`config.mk`:
```
export PLATFORM = sky130hd
export DESIGN_NAME = multi_task_heartbeat_watchdog
export DESIGN_NICKNAME = d
export VERILOG_FILES = /design/src/hdl/mthw_pkg.sv /design/src/hdl/mthw_cell.sv /design/src/hdl/multi_task_heartbeat_watchdog.sv
export SDC_FILE = /design/constraint.sdc
export NUM_CORES = 1
export LEC_CHECK = 0
export ABC_AREA = 0
export BUFFER_PORTS_ARGS = -buffer_cell sky130_fd_sc_hd__buf_2
export CAP_MARGIN = 5
export CORE_MARGIN = 2
export CORE_UTILIZATION = 44
export DETAILED_ROUTE_END_ITERATION = 10
export GPL_TIMING_DRIVEN = 0
export HOLD_SLACK_MARGIN = 0.08
export PLACE_DENSITY = 0.73
export SLEW_MARGIN = 20
export SYNTH_ARGS = -nofsm -noshare
export SYNTH_HDL_FRONTEND = slang
export SYNTH_HIERARCHICAL = 1
export SYNTH_SLANG_ARGS = --single-unit
```
`constraint.sdc`:
```
create_clock -name clk -period 6.3 [get_ports clk]
set_input_delay 1.575 -clock clk [delete_from_list [all_inputs] [get_ports clk]]
set_output_delay 1.575 -clock clk [all_outputs]
set_load 0.02 [all_outputs]
```
`src/hdl/mthw_pkg.sv`:
```
// Shared types and constants for the multi-task heartbeat watchdog.
`default_nettype none

package mthw_pkg;

    localparam int TASKS    = 8;
    localparam int TIME_W   = 32;
    localparam int MS_W     = 16;
    localparam int MASK_W   = 8;
    localparam int TID_W    = 4;
    localparam int CFG_IDX_W = 3;
    localparam int CFG_DATA_W = 16;

    // Compare width wide enough for any task number and any task_id.
    localparam int TCMP_W = (TASKS > 16) ? 6 : 5;

    localparam logic [CFG_IDX_W-1:0] CFG_EXPECTED = 3'd0;
    localparam logic [CFG_IDX_W-1:0] CFG_GRACE    = 3'd1;
    localparam logic [CFG_IDX_W-1:0] CFG_STALE    = 3'd2;
    localparam logic [CFG_IDX_W-1:0] CFG_TIMEOUT  = 3'd3;
    localparam logic [CFG_IDX_W-1:0] CFG_PERIOD   = 3'd4;

    localparam logic [MASK_W-1:0] EXPECTED_RST = '0;
    localparam logic [MS_W-1:0]   GRACE_RST    = 16'd15000;
    localparam logic [MS_W-1:0]   STALE_RST    = 16'd10000;
    localparam logic [MS_W-1:0]   TIMEOUT_RST  = 16'd30000;
    localparam logic [MS_W-1:0]   PERIOD_RST   = 16'd1000;

    typedef enum logic [1:0] {
        KIND_TICK  = 2'd0,
        KIND_BEAT  = 2'd1,
        KIND_START = 2'd2
    } kind_t;

    typedef struct packed {
        logic [1:0]       kind;
        logic [TID_W-1:0] task_id;
    } in_item_t;

    typedef struct packed {
        logic              reset_out;
        logic              reloaded;
        logic              check_failed;
        logic [MASK_W-1:0] problem_mask;
        logic              armed;
    } out_item_t;

    // Per-cycle commands from the sequencer to one task cell.
    typedef struct packed {
        logic beat;
        logic clear;
    } cell_ctl_t;

endpackage

`default_nettype wire

```
`src/hdl/mthw_cell.sv`:
```
// One task cell: heartbeat stamp, seen bit and age check, chained health flag.
`default_nettype none

module mthw_cell
    import mthw_pkg::*;
(
    input  wire logic              clk,
    input  wire logic              rst_n,
    input  wire cell_ctl_t         ctl,
    input  wire logic [TIME_W-1:0] now_cur,
    input  wire logic [TIME_W-1:0] now_chk,
    input  wire logic [MS_W-1:0]   stale,
    input  wire logic              expected,
    input  wire logic              bad_in,
    output logic                   bad,
    output logic                   bad_out
);

    logic              seen_reg;
    logic              seen_next;
    logic [TIME_W-1:0] beat_reg;
    logic [TIME_W-1:0] age;

    always_comb
    begin
        seen_next = seen_reg;
        if (ctl.clear)
        begin
            seen_next = 1'b0;
        end
        else if (ctl.beat)
        begin
            seen_next = 1'b1;
        end
    end

    always_ff @(posedge clk or negedge rst_n)
    begin
        if (!rst_n)
        begin
            seen_reg <= 1'b0;
        end
        else
        begin
            seen_reg <= seen_next;
        end
    end

    // Stamp is only read while the seen bit is set, so it needs no reset.
    always_ff @(posedge clk)
    begin
        if (ctl.beat)
        begin
            beat_reg <= now_cur;
        end
    end

    assign age     = now_chk - beat_reg;
    assign bad     = expected & (~seen_reg | (age > {{(TIME_W-MS_W){1'b0}}, stale}));
    assign bad_out = bad_in | bad;

endmodule

`default_nettype wire

```
`src/hdl/multi_task_heartbeat_watchdog.sv`:
```
// Each transfer is processed as it is accepted; its result sits in the output register next cycle.
// One item per cycle while the output side takes results, and the input stalls only while a
// result waits in the output register.
// The health check is a chain of task cells feeding a wired OR of problem flags.
// rst_n clears the clock, the supervision state and the output valid flag and loads the
// register defaults; a watchdog expiry returns all but the output register to that same state.
`default_nettype none

module multi_task_heartbeat_watchdog
    import mthw_pkg::*;
(
    input  wire logic                  clk,
    input  wire logic                  rst_n,
    input  wire logic                  in_valid,
    output logic                       in_stall,
    input  wire in_item_t              in_data,
    output logic                       out_valid,
    input  wire logic                  out_stall,
    output out_item_t                  out_data,
    input  wire logic                  cfg_we,
    input  wire logic [CFG_IDX_W-1:0]  cfg_index,
    input  wire logic [CFG_DATA_W-1:0] cfg_data
);

    logic [MASK_W-1:0] expected_reg, expected_next;
    logic [MS_W-1:0]   grace_reg, grace_next;
    logic [MS_W-1:0]   stale_reg, stale_next;
    logic [MS_W-1:0]   timeout_reg, timeout_next;
    logic [MS_W-1:0]   period_reg, period_next;

    logic [TIME_W-1:0] now_reg, now_next;
    logic [TIME_W-1:0] nowp1_reg, nowp1_next;
    logic [TIME_W-1:0] start_reg, start_next;
    logic              started_reg, started_next;
    logic [MS_W-1:0]   div_reg, div_next;
    logic [MS_W-1:0]   wdt_reg, wdt_next;
    logic [TASKS-1:0]  prob_reg, prob_next;
    logic              out_valid_reg, out_valid_next;
    out_item_t         out_data_reg, out_data_next;

    logic              accept;
    logic              beat_ok;
    logic              expire;
    logic              start_go;
    logic [MS_W-1:0]   div_inc;
    logic              in_grace;
    logic [TIME_W-1:0] since_start;
    logic [TASKS-1:0]  exp_vec;
    logic [TASKS-1:0]  bad_vec;
    logic [TASKS:0]    chain;
    logic              rel, fail;
    logic [TCMP_W-1:0] tid_ext;

    assign accept   = in_valid & ~in_stall;
    assign in_stall = out_valid_reg & out_stall;
    assign exp_vec  = TASKS'(expected_reg);
    assign tid_ext  = TCMP_W'(in_data.task_id);
    assign beat_ok  = accept && (in_data.kind == KIND_BEAT) && (tid_ext < TCMP_W'(TASKS));
    assign start_go = accept && (in_data.kind == KIND_START) && !started_reg;

    assign since_start = nowp1_reg - start_reg;
    assign in_grace    = since_start < {{(TIME_W-MS_W){1'b0}}, grace_reg};
    assign div_inc     = div_reg + 1'b1;

    assign chain[0] = 1'b0;

    genvar gi;
    generate
        for (gi = 0; gi < TASKS; gi++)
        begin : g_cell
            cell_ctl_t cell_ctl;

            assign cell_ctl.beat  = beat_ok && (tid_ext == TCMP_W'(gi));
            assign cell_ctl.clear = start_go | expire;

            mthw_cell u_cell (
                .clk      (clk),
                .rst_n    (rst_n),
                .ctl      (cell_ctl),
                .now_cur  (now_reg),
                .now_chk  (nowp1_reg),
                .stale    (stale_reg),
                .expected (exp_vec[gi]),
                .bad_in   (chain[gi]),
                .bad      (bad_vec[gi]),
                .bad_out  (chain[gi+1])
            );
        end
    endgenerate

    always_comb
    begin
        expected_next = expected_reg;
        grace_next    = grace_reg;
        stale_next    = stale_reg;
        timeout_next  = timeout_reg;
        period_next   = period_reg;
        now_next      = now_reg;
        nowp1_next    = nowp1_reg;
        start_next    = start_reg;
        started_next  = started_reg;
        div_next      = div_reg;
        wdt_next      = wdt_reg;
        prob_next     = prob_reg;
        rel           = 1'b0;
        fail          = 1'b0;
        expire        = 1'b0;

        if (cfg_we)
        begin
            unique case (cfg_index)
                CFG_EXPECTED: expected_next = cfg_data[MASK_W-1:0];
                CFG_GRACE:    grace_next    = cfg_data;
                CFG_STALE:    stale_next    = cfg_data;
                CFG_TIMEOUT:  timeout_next  = cfg_data;
                CFG_PERIOD:   period_next   = cfg_data;
                default:      ;
            endcase
        end

        if (accept)
        begin
            unique case (in_data.kind)
                KIND_TICK:
                begin
                    now_next   = nowp1_reg;
                    nowp1_next = nowp1_reg + 1'b1;
                    if (started_reg)
                    begin
                        div_next = div_inc;
                        if (div_inc >= period_reg)
                        begin
                            div_next  = '0;
                            prob_next = in_grace ? '0 : bad_vec;
                            if (in_grace || !chain[TASKS])
                            begin
                                wdt_next = timeout_reg;
                                rel      = 1'b1;
                            end
                            else
                            begin
                                fail = 1'b1;
                            end
                        end
                        if (!rel)
                        begin
                            if (wdt_reg <= MS_W'(1))
                            begin
                                expire = 1'b1;
                            end
                            else
                            begin
                                wdt_next = wdt_reg - 1'b1;
                            end
                        end
                    end
                end
                KIND_BEAT: ;
                KIND_START:
                begin
                    if (!started_reg)
                    begin
                        start_next   = now_reg;
                        wdt_next     = timeout_reg;
                        div_next     = '0;
                        started_next = 1'b1;
                    end
                end
                default: ;
            endcase
        end

        // Expiry drops the registers and the supervision state back to the power-on state.
        if (expire)
        begin
            expected_next = EXPECTED_RST;
            grace_next    = GRACE_RST;
            stale_next    = STALE_RST;
            timeout_next  = TIMEOUT_RST;
            period_next   = PERIOD_RST;
            now_next      = '0;
            nowp1_next    = TIME_W'(1);
            start_next    = '0;
            started_next  = 1'b0;
            div_next      = '0;
            wdt_next      = '0;
            prob_next     = '0;
            fail          = 1'b0;
        end

        out_valid_next = out_valid_reg & out_stall;
        out_data_next  = out_data_reg;
        if (accept)
        begin
            out_valid_next             = 1'b1;
            out_data_next.reset_out    = expire;
            out_data_next.reloaded     = rel;
            out_data_next.check_failed = fail;
            out_data_next.problem_mask = MASK_W'(prob_next);
            out_data_next.armed        = started_next;
        end
    end

    always_ff @(posedge clk or negedge rst_n)
    begin
        if (!rst_n)
        begin
            expected_reg  <= EXPECTED_RST;
            grace_reg     <= GRACE_RST;
            stale_reg     <= STALE_RST;
            timeout_reg   <= TIMEOUT_RST;
            period_reg    <= PERIOD_RST;
            now_reg       <= '0;
            nowp1_reg     <= TIME_W'(1);
            start_reg     <= '0;
            started_reg   <= 1'b0;
            div_reg       <= '0;
            wdt_reg       <= '0;
            prob_reg      <= '0;
            out_valid_reg <= 1'b0;
        end
        else
        begin
            expected_reg  <= expected_next;
            grace_reg     <= grace_next;
            stale_reg     <= stale_next;
            timeout_reg   <= timeout_next;
            period_reg    <= period_next;
            now_reg       <= now_next;
            nowp1_reg     <= nowp1_next;
            start_reg     <= start_next;
            started_reg   <= started_next;
            div_reg       <= div_next;
            wdt_reg       <= wdt_next;
            prob_reg      <= prob_next;
            out_valid_reg <= out_valid_next;
        end
    end

    always_ff @(posedge clk)
    begin
        out_data_reg <= out_data_next;
    end

    assign out_valid = out_valid_reg;
    assign out_data  = out_data_reg;

endmodule

`default_nettype wire
```
* Word-level counts from Yosys, hierarchy flattened
Index checks and enable logic that the tools add are counted.
** Word-level totals
- Register bits after elaboration :: 486
- Bits in latches :: 0
- Bits in writable memories :: 0
- Memory bits (read-only) :: 0
- Input port bits :: 30
- Output and inout port bits :: 14
- Memories :: 0
** Cells by class
- Add/subtract/negate cells :: 12
- Multipliers :: 0
- Div/mod/pow operators :: 0
- Magnitude comparators :: 12
- Eq/ne operators :: 16
- Shift operators :: 0
- Muxes and demuxes :: 77
- Bitwise gates (word level) :: 38
- Reductions and logical operators :: 46
** Operators with widths (count)
- 16-bit two-way mux :: 25
- 32-bit two-way mux :: 10
- 32-bit subtractor :: 9
- 32-bit by 16-bit > comparator with 1-bit output :: 8
- 8-bit two-way mux :: 9
- 16-bit case mux with 2 select lines :: 2
- 2-bit nonzero test :: 17
- 32-bit by 1-bit adder with 32-bit output, second input constant :: 1
- 32-bit by 16-bit less-than comparator with 1-bit output :: 1
- 1-bit two-way mux :: 31
- 16-bit by 1-bit adder with 16-bit output, second input constant :: 1
- 4-bit by 3-bit equality test with 1-bit output, second input constant :: 4
- 16-bit >= comparator :: 1
- 16-bit by 1-bit <= comparator with 1-bit output, second input constant :: 1
- 1-bit bitwise OR :: 16
- 16-bit by 1-bit subtractor with 16-bit output, second input constant :: 1
- 2-bit AND reduction :: 7
- 1-bit logical AND :: 12
- 1-bit inverter :: 12
- 1-bit AND :: 10
- 4-bit by 2-bit equality test with 1-bit output, second input constant :: 2
- 3-bit by 2-bit equality test with 1-bit output, second input constant :: 2
- 3-bit inequality test, second input constant :: 2
- 5-bit logical NOT :: 1
- 15 further kinds :: 16

* Logic depth before layout (Yosys ltp)
- Word-level depth :: 24
- Gate-level depth with buffers :: 33

* By module
Netlist, hierarchy kept.
** Modules (own cells, without submodules)
- mthw_cell (g_cell[1].u_cell ...) :: times used 5, cells an instance 414, area each 3599.7 um^2, sequential area each 985.9 um^2
- multi_task_heartbeat_watchdog :: times used 1, cells an instance 1407, area each 13075.0 um^2, sequential area each 5647.9 um^2
- mthw_cell (g_cell[3].u_cell) :: times used 1, cells an instance 472, area each 3922.5 um^2, sequential area each 985.9 um^2
- mthw_cell (g_cell[2].u_cell) :: times used 1, cells an instance 410, area each 3494.6 um^2, sequential area each 985.9 um^2
- mthw_cell (g_cell[0].u_cell) :: times used 1, cells an instance 385, area each 3337.0 um^2, sequential area each 985.9 um^2

* Least setup slack after synthesis
Ideal clock, no wire load.
- Path kind :: register -> register
- Start point :: register nowp1_reg[0]
- End point :: register wdt_reg[1]
- Setup time :: 0.111 ns
- Data arrival time :: 6.622 ns
- Slack :: -0.433 ns
- Cell stages (with the launch flop) :: 29
- Buffers on the path :: 2
- Period minus slack after synthesis :: 6.733 ns
- Cell sequence :: dfstp_2 inv_1 ha_1 fa_1 nand2b_1 a21oi_1 nor2_2 o21ai_2 xor2_1 ha_1 nand4_1 or4_1 a21oi_1 nand4_1 or4_1 o41a_1 or2_1 o21bai_1 and2b_2 a41oi_1 or2_1 or2_1 or2_1 or2_1 o32a_1 buf_4 buf_6 mux2i_1 a2111oi_2
** On the way
- Longest elaborated chain between the ends :: 24
** RTL lines
- start: declaration :: RTL line multi_task_heartbeat_watchdog.sv:32 : logic [TIME_W-1:0] nowp1_reg, nowp1_next;
- start signal: assignment :: RTL line multi_task_heartbeat_watchdog.sv:230 : nowp1_reg <= nowp1_next;
- 32-bit subtractor * :: RTL line mthw_cell.sv:58 : assign age = now_chk - beat_reg;
- 32-bit by 16-bit > comparator with 1-bit output * :: RTL line mthw_cell.sv:59 : assign bad = expected & (~seen_reg | (age > {{(TIME_W-MS_W){1'b0}}, stale}));
- 1-bit bitwise OR * :: RTL line mthw_cell.sv:59
- 1-bit AND * :: RTL line mthw_cell.sv:59
- net chain[1] :: RTL line multi_task_heartbeat_watchdog.sv:50 : logic [TASKS:0] chain;
- 1-bit bitwise OR * :: RTL line mthw_cell.sv:60 : assign bad_out = bad_in | bad;
- net chain[2] :: RTL line multi_task_heartbeat_watchdog.sv:50
- 1-bit bitwise OR * :: RTL line mthw_cell.sv:60
- net chain[3] :: RTL line multi_task_heartbeat_watchdog.sv:50
- [... 1 more ...]
- net chain[4] :: RTL line multi_task_heartbeat_watchdog.sv:50
- [... 1 more ...]
- net chain[5] :: RTL line multi_task_heartbeat_watchdog.sv:50
- [... 1 more ...]
- net chain[6] :: RTL line multi_task_heartbeat_watchdog.sv:50
- [... 1 more ...]
- net chain[7] :: RTL line multi_task_heartbeat_watchdog.sv:50
- [... 1 more ...]
- net chain[8] :: RTL line multi_task_heartbeat_watchdog.sv:50
- [... 5 more ...]
- 1-bit two-way mux :: RTL line multi_task_heartbeat_watchdog.sv:123 : unique case (in_data.kind)
- 1-bit two-way mux :: RTL line multi_task_heartbeat_watchdog.sv:121 : if (accept)
- 1-bit two-way mux :: RTL line multi_task_heartbeat_watchdog.sv:145 : if (!rel)
- 1-bit two-way mux :: RTL line multi_task_heartbeat_watchdog.sv:128 : if (started_reg)
- 1-bit two-way mux :: RTL line multi_task_heartbeat_watchdog.sv:123
- 1-bit two-way mux :: RTL line multi_task_heartbeat_watchdog.sv:121
- 3-bit inequality test (no source line) (tied with other cells)
- 4-bit AND reduction (no source line)
- end signal: assignment :: RTL line multi_task_heartbeat_watchdog.sv:234 : wdt_reg <= wdt_next;
- end: declaration :: RTL line multi_task_heartbeat_watchdog.sv:36 : logic [MS_W-1:0] wdt_reg, wdt_next;
Mark *: on every way through the listed nets, which the timed path passes. The rest lies on a longest branch. The select of a mux whose other input is x is not followed.
A chain may end at the register's enable or synchronous reset.

==> results.yml <==
clock_network:
  clkTransAtPathRegs_ns: 0.07
  clk_latency_ns: 0.67
  cts_max_level: 2
  cts_root_buffer: "clkbuf_16"
  clockBufferDepth: 3
  cts_tree: "done"
  cts_buffers: 56
  cts.sinks: 486
die:
  io-pin-count: 44
  core_mm2: 0.0946
  rows: 113
  dieArea_mm2: 0.0975
  start_util_pct: 44.2
  dieWidth_um: 312
  die_h_um: 312
global_routing:
  grt_pass1_wl_mm: 212
  antenna_found_initial: 12
  grt_pass1_vias: 35500
  grt_max_degree: 86
  track_usage_pct: 28.3
  overflow: 0
critical_path:
  crit-reg2reg-launch: "nowp1_reg[0]$_DFFE_PN1P_"
  rrSetupSlack_ns: -1.21
  cpMaxStageDelayCell: "dfstp_4"
  cp_common_cell: "or2_1"
  cpPeakStageDelay_ns: 0.69
  start_kind: "register"
  r2r_end: "g_cell[3].u_cell/seen_reg$_DFFE_PN0P_"
  end_kind: "register"
  critPathKind: "register to register"
  path_buf_inv: 3
  arrival_ns: 8.07
  r2r_cells: 30
  critical_path.max_fanout: 8
  critical_path.top_delay_family: "simple AND/OR/NAND/NOR gates"
  required_ns: 6.86
synth:
  synth_top_area_share_pct: 19.2
  syn_avg_cell_area_um2: 8.82
  ys_types: 125
  syn_inst: 4744
  synthTopCellsByArea: "edfxtp_1 19%, ha_1 13%, dfrtp_1 11%"
  ys_seq_area_share_pct: 32.4
  synth.largest_area_cell: "edfxtp_1"
  yosysMostFrequentCell: "inv_1"
  synth_flop_cell: "edfxtp_1"
  ys_seq_elements: 486
  yosysWarnings: 6
  synth_common_cells: "532 x inv_1, 442 x ha_1, 424 x nor2_1"
  async_flop_share_pct: 44.9
  syn_area_mm2: 0.0418
  synth_edf_count: 268
min_path:
  hold_depth: 1
  hold_path_class: "register to register"
  min_to: "div_reg[15]$_DFFE_PN0P_"
  min_from: "div_reg[15]$_DFFE_PN0P_"
place:
  place_congestion: 0.962
  portBuffers: 43
  dp_slack_ns: -2.93
  place_inst: 6078
  hpwlAfterDp_mm: 95.9
  place_area_mm2: 0.0440
route:
  drt_iter0_markers: 4426
  via_count: 38500
  ant_nets: 0
  drt-total-wl_mm: 144
  drt_pass1_iterations: 6
  wl_per_cell_um: 23.1
  drc_errors: 0
  vias_per_cell: 6.15
power:
  seq_power_share_pct: 35.8
  ir_drop_mv: 0.228
  netSwitchingPower_w: 0.00413
  power_w: 0.0115
  swShare_pct: 35.9
  p_per_area_mw_per_mm2: 238
  p_comb_share_pct: 33.1
  power_frac_clock_pct: 31.1
  p_int_w: 0.00738
  p_leak_nw: 21.6
timing:
  setup_tns_ns: -221.17
  fin_crit_ns: 7.51
  finalClockSkew_ns: 0.0442
  slew_headroom_pct: 13.6
  setup_slack_ns: -1.21
  rsz0062_at_grt: "yes"
  period_share_pct: 119
  worst_slew_pin_slew_ns: 1.30
  drv_slew: 0
  finalSetupViolations: 213
  finalHoldViolations: 0
  fmax_mhz: 133
final_layout:
  fin_cells: 6255
  finish.instance_area_mm2: 0.0483
  layout-area-overhead-vs-synth_pct: 15.4
  drive_above_1_share_pct: 15.8
  num-nets-final: 5419
  fill_cells: 8438
  largest_reg_flops: 256
run:
  maxCapViolCount: 0
outcome:
  violations: "negative setup slack"
  status: "finished with violations"
==> layout by cell type (no fill, tap or decap), types with 24 or more instances in the layout <==
cell / synthesis / layout
inv_1: 532 / 531
ha_1: 442 / 441
nand2_1: 408 / 382
a21oi_1: 359 / 346
nor2_1: 424 / 339
edfxtp_1: 268 / 268
o21ai_0: 209 / 188
dfrtp_1: 192 / 160
mux2i_1: 147 / 143
xnor2_1: 142 / 142
nand3_1: 123 / 123
nand4_1: 121 / 121
xor2_1: 79 / 79
nor3_1: 81 / 72
nor2_4: 1 / 72
a21o_1: 68 / 68
o21a_1: 68 / 68
buf_4: 16 / 64
clkbuf_1: 61 / 60
o211ai_1: 60 / 60
clkbuf_16: 0 / 59
buf_2: 20 / 56
buf_6: 32 / 53
nand2b_1: 46 / 44
and3_1: 41 / 41
nor2b_1: 40 / 38
o21bai_1: 38 / 37
o2111ai_1: 36 / 35
a31oi_1: 35 / 34
o21ai_1: 36 / 34
a21oi_2: 32 / 32
o21ai_2: 10 / 32
nand2_2: 6 / 32
and2_1: 27 / 27
a211oi_1: 26 / 25
dfstp_2: 26 / 25
nor4_1: 28 / 24
==> area by class of cell <==
type	count	area [µm²]	area share, %
clock inverter	37	490	1.02
multi-input combinational	3575	26500	55.0
buffer	150	1240	2.58
timing repair buffer	135	1270	2.64
clock buffer	69	1520	3.15
inverter	534	2010	4.16
antenna	4	10.0	0.0207
sequential	486	13600	28.2
tap	1265	1580	3.28
==> repair_timing <==
item / CTS / global route
resized for setup: 246 / 174
endpoints found under the hold margin: 0 / 0
buffers inserted: 43 / 15
setup endpoints to repair: 213 / 213
gates cloned: 13 / 1
hold buffers: 0 / 0
pin swaps: 87 / 56
==> power by group through the flow <==
stage,combinational (W),clock [W],sequential (W)
floorplan,0.00255,0,0.00385
global placement,0.00317,0,0.00418
detailed placement,0.00330,0,0.00418
CTS,0.00356,0.00359,0.00407
global route,0.00422,0.00373,0.00410
finish,0.00381,0.00357,0.00412
==> worst max path at each step <==
| stage | from | to | slack (ns) | depth (start not counted) |
|---|---|---|---|---|
| final | nowp1_reg[0]$_DFFE_PN1P_ | g_cell[3].u_cell/seen_reg$_DFFE_PN0P_ | -1.21 | 30 |
| after global routing | nowp1_reg[0]$_DFFE_PN1P_ | wdt_reg[10]$_DFFE_PN0P_ | -1.26 | 30 |
| after CTS | nowp1_reg[0]$_DFFE_PN1P_ | wdt_reg[1]$_DFFE_PN0P_ | -0.91 | 29 |
| after detailed placement | nowp1_reg[0]$_DFFE_PN1P_ | g_cell[7].u_cell/seen_reg$_DFFE_PN0P_ | -2.93 | 28 |
| after global placement | nowp1_reg[0]$_DFFE_PN1P_ | g_cell[2].u_cell/seen_reg$_DFFE_PN0P_ | -2.84 | 28 |
| after floorplan | nowp1_reg[0]$_DFFE_PN1P_ | wdt_reg[1]$_DFFE_PN0P_ | 0.01 | 28 |
==> worst reg2reg max path, delay by kind of cell, from the launching register on <==
kind | cells | cell delay (ns)
buf+inv | 3 | 0.33
compound gates | 7 | 1.51
fa+ha+maj | 3 | 0.83
simple gates | 16 | 3.91
flops | 1 | 0.69
xor+xnor | 1 | 0.14
==> cells by family (layout without fill, tap and decap cells) <==
kind of cell	count (synthesis)	in the layout	synth area share [%]
XOR/XNOR	221	221	4.63
buffers and inverters	684	925	7.22
other	1	6	0.00897
multiplexers	156	156	3.76
adder cells (fa/ha/maj)	451	451	13.7
flip-flops	486	486	32.4
AO/OA/AOI/OAI	1250	1250	20.9
AND/OR/NAND/NOR	1495	1495	17.4
==> layer usage <==
layer / GRT usage (%) / wire, µm
met2: 43.3 / 61800
met4: 15.8 / 9820
met5: 0 / 36
met1: 38.0 / 56300
met3: 4.99 / 16500
==> through the flow <==
| step | util, % | hold WS (ns) |
|---|---|---|
| global placement | 46.2 | 0.483 |
| finish | 51.0 | 0.515 |
| floorplan | - | 0.460 |
| detailed placement | 46.6 | 0.491 |
| CTS | 50.3 | 0.511 |
| global route | 51.0 | 0.532 |
Note: power is estimated with default switching activity, not from simulation.
